**config.mk**
```make
export PLATFORM = sky130hd
export DESIGN_NAME = xrgb_to_uyvy_frame_packer_unit
export DESIGN_NICKNAME = d
export VERILOG_FILES = /design/src/hdl/xup_pkg.sv /design/src/hdl/xup_front.sv /design/src/hdl/xup_queue.sv /design/src/hdl/xup_back.sv /design/src/hdl/xrgb_to_uyvy_frame_packer_unit.sv
export SDC_FILE = /design/constraint.sdc
export NUM_CORES = 2
export LEC_CHECK = 0
export BUFFER_PORTS_ARGS = -buffer_cell sky130_fd_sc_hd__buf_2
export CAP_MARGIN = 10
export CORE_AREA = 5 5 384 310
export CTS_CLUSTER_SIZE = 10
export DETAILED_ROUTE_END_ITERATION = 16
export DIE_AREA = 0 0 389 315
export GPL_ROUTABILITY_DRIVEN = 0
export PLACE_DENSITY_LB_ADDON = 0.08
export SLEW_MARGIN = 20
export SYNTH_ARGS = -nofsm -noshare
export SYNTH_HDL_FRONTEND = slang
export SYNTH_HIERARCHICAL = 1
export SYNTH_SLANG_ARGS = --single-unit
```
**constraint.sdc**
```tcl
create_clock -name clk_i -period 9.2 [get_ports clk_i]
set_input_delay 1.84 -clock clk_i [delete_from_list [all_inputs] [get_ports clk_i]]
set_output_delay 1.84 -clock clk_i [all_outputs]
set_load 0.03 [all_outputs]
```
**src/hdl/xup_pkg.sv**
```systemverilog
// Shared types, constants and color math for the XRGB to UYVY frame packer.
package xup_pkg;

  // Coordinate register width and the fixed header field width
  localparam int COORD_BITS   = 12;
  localparam int HDR_BITS     = 12;
  localparam int COL_BITS     = COORD_BITS - 1;
  localparam int CFG_IDX_BITS = 2;

  // Byte sequencer: header 0..7, pixel data 8..11, trailer 12..19
  localparam int IDX_BITS = 5;
  localparam logic [IDX_BITS-1:0] IDX_HDR      = 5'd0;
  localparam logic [IDX_BITS-1:0] IDX_DATA     = 5'd8;
  localparam logic [IDX_BITS-1:0] IDX_DATA_END = 5'd11;
  localparam logic [IDX_BITS-1:0] IDX_TRL_END  = 5'd19;

  // Entry queue between front and back
  localparam int Q_DEPTH = 4;
  localparam int Q_AW    = 2;

  // Stream marker bytes
  localparam logic [7:0] MARKER_BYTE  = 8'hff;
  localparam logic [7:0] HDR_TAG_BYTE = 8'h00;
  localparam logic [7:0] TRL_TAG_BYTE = 8'hc0;
  localparam logic [7:0] PAD_BYTE     = 8'h00;

  // Fixed-point coefficients, 16 fractional bits
  localparam logic [24:0] Y_OFS  = 25'(16 << 16);
  localparam logic [24:0] C_OFS  = 25'(128 << 16);
  localparam logic [24:0] Y_R    = 25'd16763;
  localparam logic [24:0] Y_G    = 25'd32904;
  localparam logic [24:0] Y_B    = 25'd6391;
  localparam logic [24:0] U_R    = 25'd9676;
  localparam logic [24:0] U_G    = 25'd18996;
  localparam logic [24:0] C_MAIN = 25'd28672;
  localparam logic [24:0] V_G    = 25'd24009;
  localparam logic [24:0] V_B    = 25'd4663;

  typedef enum logic [CFG_IDX_BITS-1:0] {
    CFG_LEFT   = 2'd0,
    CFG_TOP    = 2'd1,
    CFG_WIDTH  = 2'd2,
    CFG_HEIGHT = 2'd3
  } cfg_reg_e;

  typedef struct packed {
    logic [7:0] y;
    logic [7:0] u;
    logic [7:0] v;
  } xup_yuv_t;

  // One classified pair as handed to the byte sequencer
  typedef struct packed {
    logic        hdr;
    logic        trl;
    logic [23:0] pos;
    logic [23:0] dim;
    logic [7:0]  u;
    logic [7:0]  y1;
    logic [7:0]  v;
    logic [7:0]  y2;
  } xup_entry_t;

  // Per-pixel luma and chroma; all sums stay positive and below 2^24
  function automatic xup_yuv_t rgb_to_yuv(input logic [23:0] px);
    logic [24:0] r, g, b, ys, us, vs;
    xup_yuv_t    res;
    r  = {17'd0, px[23:16]};
    g  = {17'd0, px[15:8]};
    b  = {17'd0, px[7:0]};
    ys = Y_OFS + Y_R * r + Y_G * g + Y_B * b;
    us = C_OFS + C_MAIN * b - U_R * r - U_G * g;
    vs = C_OFS + C_MAIN * r - V_G * g - V_B * b;
    res.y = ys[23:16];
    res.u = us[23:16];
    res.v = vs[23:16];
    return res;
  endfunction

endpackage

```
**src/hdl/xup_front.sv**
```systemverilog
// Front end: accepts pixel pairs, tracks frame position, converts color.
module xup_front (
  input  logic                         clk_i,
  input  logic                         rst_ni,
  input  logic                         s_valid_i,
  output logic                         s_ready_o,
  input  logic [47:0]                  s_data_i,   // first_pixel, second_pixel
  input  logic [xup_pkg::COORD_BITS-1:0] rect_left_i,
  input  logic [xup_pkg::COORD_BITS-1:0] rect_top_i,
  input  logic [xup_pkg::COORD_BITS-1:0] rect_width_i,
  input  logic [xup_pkg::COORD_BITS-1:0] rect_height_i,
  input  logic                         q_full_i,
  output logic                         push_o,
  output xup_pkg::xup_entry_t          entry_o
);
  import xup_pkg::*;

  logic                  a_ready, b_ready, accept;
  logic                  a_valid_q, a_valid_d, b_valid_q, b_valid_d;
  logic [23:0]           a_pix1_q, a_pix2_q;
  logic                  a_hdr_q, a_trl_q, b_hdr_q, b_trl_q;
  logic [23:0]           a_pos_q, a_dim_q, b_pos_q, b_dim_q;
  xup_yuv_t              yuv1, yuv2, b_yuv1_q, b_yuv2_q;
  logic [COL_BITS-1:0]   col_q, col_d, pairs;
  logic [COORD_BITS-1:0] row_q, row_d, rows;
  logic                  open_q, open_d;
  logic [COL_BITS:0]     col_inc;
  logic [COORD_BITS:0]   row_inc;
  logic                  col_end, row_end, trl;
  logic [8:0]            u_sum, v_sum;

  // Two-stage pipe with a ready chain into the queue
  assign b_ready   = !b_valid_q || !q_full_i;
  assign a_ready   = !a_valid_q || b_ready;
  assign s_ready_o = a_ready;
  assign accept    = s_valid_i && a_ready;

  // Row and frame bookkeeping; degenerate sizes count as one
  always_comb begin
    pairs   = rect_width_i[COORD_BITS-1:1];
    rows    = rect_height_i;
    if (pairs == '0) pairs = COL_BITS'(1);
    if (rows == '0) rows = COORD_BITS'(1);
    col_inc = {1'b0, col_q} + (COL_BITS+1)'(1);
    row_inc = {1'b0, row_q} + (COORD_BITS+1)'(1);
    col_end = col_inc >= {1'b0, pairs};
    row_end = row_inc >= {1'b0, rows};
    trl     = col_end && row_end;
    col_d   = col_q;
    row_d   = row_q;
    open_d  = open_q;
    if (accept) begin
      open_d = !trl;
      if (col_end) begin
        col_d = '0;
        row_d = row_end ? '0 : row_inc[COORD_BITS-1:0];
      end else begin
        col_d = col_inc[COL_BITS-1:0];
      end
    end
  end

  assign a_valid_d = a_ready ? s_valid_i : a_valid_q;
  assign b_valid_d = b_ready ? a_valid_q : b_valid_q;

  always_ff @(posedge clk_i or negedge rst_ni) begin
    if (!rst_ni) begin
      col_q     <= '0;
      row_q     <= '0;
      open_q    <= 1'b0;
      a_valid_q <= 1'b0;
      b_valid_q <= 1'b0;
    end else begin
      col_q     <= col_d;
      row_q     <= row_d;
      open_q    <= open_d;
      a_valid_q <= a_valid_d;
      b_valid_q <= b_valid_d;
    end
  end

  // Stage A: accepted pair plus its header snapshot
  always_ff @(posedge clk_i) begin
    if (accept) begin
      a_pix1_q <= s_data_i[23:0];
      a_pix2_q <= s_data_i[47:24];
      a_hdr_q  <= !open_q;
      a_trl_q  <= trl;
      a_pos_q  <= {HDR_BITS'(rect_left_i), HDR_BITS'(rect_top_i)};
      a_dim_q  <= {HDR_BITS'(rect_width_i), HDR_BITS'(rect_height_i)};
    end
  end

  // Stage B: per-pixel luma and chroma
  assign yuv1 = rgb_to_yuv(a_pix1_q);
  assign yuv2 = rgb_to_yuv(a_pix2_q);

  always_ff @(posedge clk_i) begin
    if (a_valid_q && b_ready) begin
      b_yuv1_q <= yuv1;
      b_yuv2_q <= yuv2;
      b_hdr_q  <= a_hdr_q;
      b_trl_q  <= a_trl_q;
      b_pos_q  <= a_pos_q;
      b_dim_q  <= a_dim_q;
    end
  end

  // Chroma average on the way into the queue
  assign u_sum = {1'b0, b_yuv1_q.u} + {1'b0, b_yuv2_q.u};
  assign v_sum = {1'b0, b_yuv1_q.v} + {1'b0, b_yuv2_q.v};

  assign push_o     = b_valid_q && !q_full_i;
  assign entry_o.hdr = b_hdr_q;
  assign entry_o.trl = b_trl_q;
  assign entry_o.pos = b_pos_q;
  assign entry_o.dim = b_dim_q;
  assign entry_o.u   = u_sum[8:1];
  assign entry_o.y1  = b_yuv1_q.y;
  assign entry_o.v   = v_sum[8:1];
  assign entry_o.y2  = b_yuv2_q.y;

endmodule

```
**src/hdl/xup_queue.sv**
```systemverilog
// Short entry queue that decouples the front end from the byte sequencer.
module xup_queue (
  input  logic                clk_i,
  input  logic                rst_ni,
  input  logic                push_i,
  input  xup_pkg::xup_entry_t entry_i,
  output logic                full_o,
  input  logic                pop_i,
  output logic                valid_o,
  output xup_pkg::xup_entry_t head_o
);
  import xup_pkg::*;

  xup_entry_t      mem_q [Q_DEPTH];
  logic [Q_AW-1:0] wr_ptr_q, wr_ptr_d, rd_ptr_q, rd_ptr_d;
  logic [Q_AW:0]   count_q, count_d;

  assign full_o  = count_q == (Q_AW+1)'(Q_DEPTH);
  assign valid_o = count_q != '0;
  assign head_o  = mem_q[rd_ptr_q];

  // Pointer and fill count update
  always_comb begin
    wr_ptr_d = push_i ? wr_ptr_q + Q_AW'(1) : wr_ptr_q;
    rd_ptr_d = pop_i ? rd_ptr_q + Q_AW'(1) : rd_ptr_q;
    count_d  = count_q;
    if (push_i && !pop_i) count_d = count_q + (Q_AW+1)'(1);
    if (pop_i && !push_i) count_d = count_q - (Q_AW+1)'(1);
  end

  always_ff @(posedge clk_i or negedge rst_ni) begin
    if (!rst_ni) begin
      wr_ptr_q <= '0;
      rd_ptr_q <= '0;
      count_q  <= '0;
    end else begin
      wr_ptr_q <= wr_ptr_d;
      rd_ptr_q <= rd_ptr_d;
      count_q  <= count_d;
    end
  end

  always_ff @(posedge clk_i) begin
    if (push_i) mem_q[wr_ptr_q] <= entry_i;
  end

  a_no_overflow: assert property (@(posedge clk_i) disable iff (!rst_ni)
    push_i |-> !full_o || pop_i)
    else $error("queue push while full");

  a_no_underflow: assert property (@(posedge clk_i) disable iff (!rst_ni)
    pop_i |-> valid_o)
    else $error("queue pop while empty");

endmodule

```
**src/hdl/xup_back.sv**
```systemverilog
// Back end: walks each queued pair through header, UYVY and trailer bytes.
module xup_back (
  input  logic                clk_i,
  input  logic                rst_ni,
  input  logic                q_valid_i,
  input  xup_pkg::xup_entry_t head_i,
  output logic                pop_o,
  output logic                m_valid_o,
  input  logic                m_ready_i,
  output logic [7:0]          m_byte_o,
  output logic                m_last_o,
  output logic                m_done_o
);
  import xup_pkg::*;

  logic                active_q, active_d;
  logic [IDX_BITS-1:0] idx_q, idx_d, cur_idx, end_idx;
  logic                out_valid_q, out_valid_d;
  logic [7:0]          out_byte_q, sel_byte;
  logic                out_last_q, out_done_q;
  logic                emit, is_last;

  // Current byte position of the head entry
  assign cur_idx = active_q ? idx_q : (head_i.hdr ? IDX_HDR : IDX_DATA);
  assign end_idx = head_i.trl ? IDX_TRL_END : IDX_DATA_END;
  assign is_last = cur_idx == end_idx;
  assign emit    = q_valid_i && (!out_valid_q || m_ready_i);
  assign pop_o   = emit && is_last;

  // Byte selection by position
  always_comb begin
    case (cur_idx)
      5'd0:    sel_byte = MARKER_BYTE;
      5'd1:    sel_byte = HDR_TAG_BYTE;
      5'd2:    sel_byte = head_i.pos[23:16];
      5'd3:    sel_byte = head_i.pos[15:8];
      5'd4:    sel_byte = head_i.pos[7:0];
      5'd5:    sel_byte = head_i.dim[23:16];
      5'd6:    sel_byte = head_i.dim[15:8];
      5'd7:    sel_byte = head_i.dim[7:0];
      5'd8:    sel_byte = head_i.u;
      5'd9:    sel_byte = head_i.y1;
      5'd10:   sel_byte = head_i.v;
      5'd11:   sel_byte = head_i.y2;
      5'd12:   sel_byte = MARKER_BYTE;
      5'd13:   sel_byte = TRL_TAG_BYTE;
      default: sel_byte = PAD_BYTE;
    endcase
  end

  // Sequencer and output register control
  always_comb begin
    active_d    = active_q;
    idx_d       = idx_q;
    out_valid_d = out_valid_q;
    if (out_valid_q && m_ready_i) out_valid_d = 1'b0;
    if (emit) begin
      out_valid_d = 1'b1;
      active_d    = !is_last;
      idx_d       = cur_idx + IDX_BITS'(1);
    end
  end

  always_ff @(posedge clk_i or negedge rst_ni) begin
    if (!rst_ni) begin
      active_q    <= 1'b0;
      idx_q       <= '0;
      out_valid_q <= 1'b0;
    end else begin
      active_q    <= active_d;
      idx_q       <= idx_d;
      out_valid_q <= out_valid_d;
    end
  end

  always_ff @(posedge clk_i) begin
    if (emit) begin
      out_byte_q <= sel_byte;
      out_last_q <= is_last;
      out_done_q <= is_last && head_i.trl;
    end
  end

  assign m_valid_o = out_valid_q;
  assign m_byte_o  = out_byte_q;
  assign m_last_o  = out_last_q;
  assign m_done_o  = out_done_q;

  a_done_is_last: assert property (@(posedge clk_i) disable iff (!rst_ni)
    m_valid_o && m_done_o |-> m_last_o)
    else $error("frame end not on a run end");

  a_entry_held: assert property (@(posedge clk_i) disable iff (!rst_ni)
    active_q |-> q_valid_i)
    else $error("entry left the queue mid-sequence");

  a_idx_range: assert property (@(posedge clk_i) disable iff (!rst_ni)
    q_valid_i |-> cur_idx <= IDX_TRL_END)
    else $error("byte position out of range");

endmodule

```
**src/hdl/xrgb_to_uyvy_frame_packer_unit.sv**
```systemverilog
// Top level of the XRGB to UYVY frame packer: config registers and wiring.
// Takes one pixel pair per beat and sends one byte per beat: U, Y1, V, Y2 for
// each pair, an 8-byte header before the first pair of a frame and an 8-byte
// trailer after the last, so the byte-wide output register, not the input,
// sets the pace of a steady stream. A pair passes front stages A and B and the
// queue before the output register, and the 4-entry queue lets the input keep
// flowing while the output is stalled, until the queue fills.
// Rectangle registers are written through the cfg port; the user must do so only
// while the unit is idle, as the block itself does not enforce it.
module xrgb_to_uyvy_frame_packer_unit (
  input  logic                              clk_i,
  input  logic                              rst_ni,
  input  logic                              s_axis_tvalid_i,
  output logic                              s_axis_tready_o,
  input  logic [47:0]                       s_axis_tdata_i,  // first_pixel, second_pixel
  output logic                              m_axis_tvalid_o,
  input  logic                              m_axis_tready_i,
  output logic [7:0]                        m_axis_tdata_o,  // out_byte
  output logic                              m_axis_tlast_o,  // run_last
  output logic                              m_axis_tuser_o,  // frame_done
  input  logic                              cfg_we_i,
  input  logic [xup_pkg::CFG_IDX_BITS-1:0]  cfg_index_i,
  input  logic [xup_pkg::COORD_BITS-1:0]    cfg_data_i
);
  import xup_pkg::*;

  logic [COORD_BITS-1:0] left_q, top_q, width_q, height_q;
  logic                  q_full, q_push, q_pop, q_valid;
  xup_entry_t            q_entry, q_head;

  // Rectangle registers
  always_ff @(posedge clk_i or negedge rst_ni) begin
    if (!rst_ni) begin
      left_q   <= '0;
      top_q    <= '0;
      width_q  <= COORD_BITS'(2);
      height_q <= COORD_BITS'(1);
    end else if (cfg_we_i) begin
      case (cfg_reg_e'(cfg_index_i))
        CFG_LEFT:   left_q   <= cfg_data_i;
        CFG_TOP:    top_q    <= cfg_data_i;
        CFG_WIDTH:  width_q  <= cfg_data_i;
        CFG_HEIGHT: height_q <= cfg_data_i;
        default:    ;
      endcase
    end
  end

  xup_front u_front (
    .clk_i         (clk_i),
    .rst_ni        (rst_ni),
    .s_valid_i     (s_axis_tvalid_i),
    .s_ready_o     (s_axis_tready_o),
    .s_data_i      (s_axis_tdata_i),
    .rect_left_i   (left_q),
    .rect_top_i    (top_q),
    .rect_width_i  (width_q),
    .rect_height_i (height_q),
    .q_full_i      (q_full),
    .push_o        (q_push),
    .entry_o       (q_entry)
  );

  xup_queue u_queue (
    .clk_i   (clk_i),
    .rst_ni  (rst_ni),
    .push_i  (q_push),
    .entry_i (q_entry),
    .full_o  (q_full),
    .pop_i   (q_pop),
    .valid_o (q_valid),
    .head_o  (q_head)
  );

  xup_back u_back (
    .clk_i     (clk_i),
    .rst_ni    (rst_ni),
    .q_valid_i (q_valid),
    .head_i    (q_head),
    .pop_o     (q_pop),
    .m_valid_o (m_axis_tvalid_o),
    .m_ready_i (m_axis_tready_i),
    .m_byte_o  (m_axis_tdata_o),
    .m_last_o  (m_axis_tlast_o),
    .m_done_o  (m_axis_tuser_o)
  );

endmodule

```
==> flow_summary.ini <==
[outcome]
status = complete, no violations

[worst_setup_path]
end_kind = flip-flop
timing.critical_path.to = u_front/entry_o[7]
cp_common_cell = ha_1
timing.critical_path.from = u_front/a_pix2_q[14]
worst-endpoint-required_ns = 9.59
timing.reg2reg.worst_path_depth = 21
critPathSlowestCell = edfxtp_1
cp_max_fo = 14
reg2reg_setup_slack_ns = 1.94
rr_endpoint = u_front/entry_o[7]
worst_path_largest_cell_delay_ns = 0.78
cell_by_cell_listing_of_the_critical_path = ha_1 -> ha_1 -> ha_1 -> inv_1 -> fa_1 -> and3b_1 -> o21a_1 -> nor2_1 -> nor2_1 -> xnor2_1 -> ha_1 -> fa_1 -> fa_1 -> fa_1 -> ha_1 -> nand4_1 -> or3_1 -> o31ai_2 -> a211oi_4 -> and3_1 -> or3_1
path_class = reg -> reg
cp.arrival_ns = 7.65
timing.critical_path.from_type = flip-flop
crit-reg2reg-launch = u_front/a_pix2_q[14]

[synthesis]
ffs_w_async_s_r_synth_pct = 14.15
synth-xor-area-share_pct = 2.921
post_synthesis_net_count = 5407
synth.avg_cell_area_um2 = 12.51
synth_seq_area_share_pct = 35.58
yosys-mux-area-fraction_pct = 5.091
yosys.cell_types.count = 99
synth-compound-area-share_pct = 6.980
synth_cells = 4098
synth_simple_gate_area_share_pct = 4.757
synth_warnings = 6
combinational_family_with_the_most_area_after_synthesis = adder cells
yosys_register_bits = 622
synth_enable_flop_cells = 534
post_synth_fa_ha_maj_area_fraction_pct = 37.61
synth_top_flop_cell = edfxtp_1
netlist_area_um2 = 51270

[global_routing]
gr-usage-met1_pct = 33.96
gr-max-usage-layer = met1
track_usage_pct = 21.65
grt_pass1_vias = 30970
groute.layer.met3.usage_pct = 5.742
largest_net_degree_at_the_start_of_global_routing = 71
grt_antenna_before_repair = 6
met2_usage_pct = 30.46
grt_pass1_wl_um = 198800
globalRoute.totalOverflow = 0

[layout]
n_fill_cell = 10250
ratio_of_cells_with_drive_above_1_in_the_final_layout_pct = 8.974
layout_common_cells = inv_1 (853), ha_1 (744), edfxtp_1 (534)
layout_commonest_cell = inv_1
finalNetCount = 5527
post_layout_nonfiller_instances = 5796
area_growth_syn_to_layout_pct = 8.769

[clocking]
tritoncts = built
cts_setup_buffers = 0
worstSkewPairLatency_ns = 0.65
clockBufferDepth = 3
postCtsHoldBufs = 0
clock_tree.htree_level_count = 3
cts_made_buffers = 77
clkTransAtPathRegs_ns = 0.06
cts_resized = 0
clock_sink_count = 622
root_cell_of_the_clock_tree = clkbuf_16

[detailed_routing]
initialDrtViolationCount = 1802
drt_wl_total_um = 130100
vias = 30000
post_drt_via_cell_ratio = 5.175
avgRoutedWirePerCell_um = 22.44
route.detailed.drc = 0
drtPass1Iterations = 5
antenna_violating_nets_post_route = 0

[placed_design]
buffer_ports.inserted = 78
detailed_place_hpwl_um = 103200
dp.cells = 5664

[timing]
slew-limit-headroom_pct = 27.53
timing.final.crit_share_pct = 78.91
rsz_0062_raised_after_global_routing = false
finalMaxSlewViolations = 0
fin_crit_ns = 7.259
report.final.setup_viol = 0
achievable-frequency_ghz = 0.1378
final_setup_tns_ns = 0
timing.final.hold_violations = 0
tightestPinTransition_ns = 1.087
fin_worst_skew_ns = 0.02301

[floorplan]
dieHeight_um = 315
fp-row-count = 111
dieArea_um2 = 122500
core-area_um2 = 114300
initial_utilization_pct = 44.85
floorplan.die.width_um = 389
num_io_pins = 79

[hold_path]
min_delay_worst_type = reg -> reg

[run]
max_cap_violations = 0
==> worst min-delay path by stage <==
| stage | startpoint | end | slack, ns | depth (start not counted) |
|---|---|---|---|---|
| 4_1_cts | u_front/a_pos_q[18] | u_front/b_pos_q[18] | 0.42 | 0 |
| 2_1_floorplan | u_front/a_dim_q[0] | u_front/b_dim_q[0] | 0.40 | 0 |
| 5_1_grt | u_front/a_pos_q[3] | u_front/b_pos_q[3] | 0.42 | 0 |
| 3_3_place_gp | u_front/a_pos_q[13] | u_front/b_pos_q[13] | 0.40 | 0 |
| 3_5_place_dp | u_front/a_dim_q[13] | u_front/b_dim_q[13] | 0.40 | 0 |
| 6_report | u_front/a_pos_q[18] | u_front/b_pos_q[18] | 0.42 | 0 |
==> worst max-delay path, delay by kind of cell, from the launching register on <==
family | cells | cell delay, ns
and+or+nand+nor | 7 | 1.55
adders and majority gates | 9 | 3.43
DFF | 1 | 0.78
xor gates and xnor gates | 1 | 0.11
AOI/OAI and AO/OA | 3 | 1.03
buffers and inverters | 1 | 0.07
==> Yosys cell counts, drive strengths merged, types with 18 or more instances <==
master	number	share of area (%)
mux2i	20	0.39
nor3	40	0.40
o21bai	20	0.29
nand2	105	0.77
inv	855	6.3
a211oi	19	0.31
a31oi	18	0.22
o21ai	96	0.94
fa	498	19
xnor2	112	1.9
dfrtp	86	4.2
nor2b	31	0.38
edfxtp	534	31
or2	18	0.22
xor2	59	1.0
nor2	87	0.64
o21a	27	0.40
ha	744	18
a21oi	141	1.4
a21o	70	1.0
buf	51	0.72
mux4	82	3.6
nand4	19	0.23
nand2b	27	0.33
mux2	50	1.1
nand3	44	0.43
and3	19	0.23
==> logic make-up (layout without fill, tap and decap cells) <==
logic type | after synthesis | in the layout
adder cells (fa/ha/maj) | 1242 | 1242
buffers and inverters | 917 | 1087
flip-flops | 622 | 622
AO/OA/AOI/OAI | 528 | 528
AND/OR/NAND/NOR | 466 | 466
XOR/XNOR | 171 | 171
multiplexers | 152 | 152
other | 0 | 3
==> registers in the layout (all words and copies together), names as in the netlist, 16 cells and up <==
signal	cells
u_front/b_yuv2_q	16
u_queue/mem_q	328
u_front/entry_o	16
u_front/a_pix1_q	24
u_front/b_yuv1_q	16
u_front/a_pos_q	24
u_front/b_pos_q	24
u_front/b_dim_q	24
u_front/a_pix2_q	24
u_front/a_dim_q	24
==> metrics by stage <==
step	instance area, um2	utilization (%)	hold slack [ns]	setup WS (ns)
2_1_floorplan	51270	-	0.4003	0.9274
3_3_place_gp	53380	46.70	0.4006	2.144
3_5_place_dp	53380	46.70	0.4045	2.051
4_1_cts	55750	48.77	0.4181	2.012
5_1_grt	55750	48.78	0.4216	1.657
6_report	55760	48.78	0.4166	1.941
==> area by class of cell <==
type                            count  area, um2  area share, %
Antenna cell                        3      7.507        0.01346
Clock buffer                      111       2076          3.723
Clock inverter                     18      289.0         0.5183
Inverter                          855       3214          5.764
Multi-Input combinational cell   2559      29440          52.79
Sequential cell                   622      18250          32.72
Tap cell                         1525       1908          3.422
Timing Repair Buffer              103      580.6          1.041
==> layer usage <==
metal  routed length [um]  vias up
met5                   19        -
met1                65780    14990
li1                     -    14310
met3                 9261       93
met4                 1691        2
met2                53340      606
Power is not shown: default switching activity piles up to over one toggle a cycle in this logic, so the estimate is an artifact.
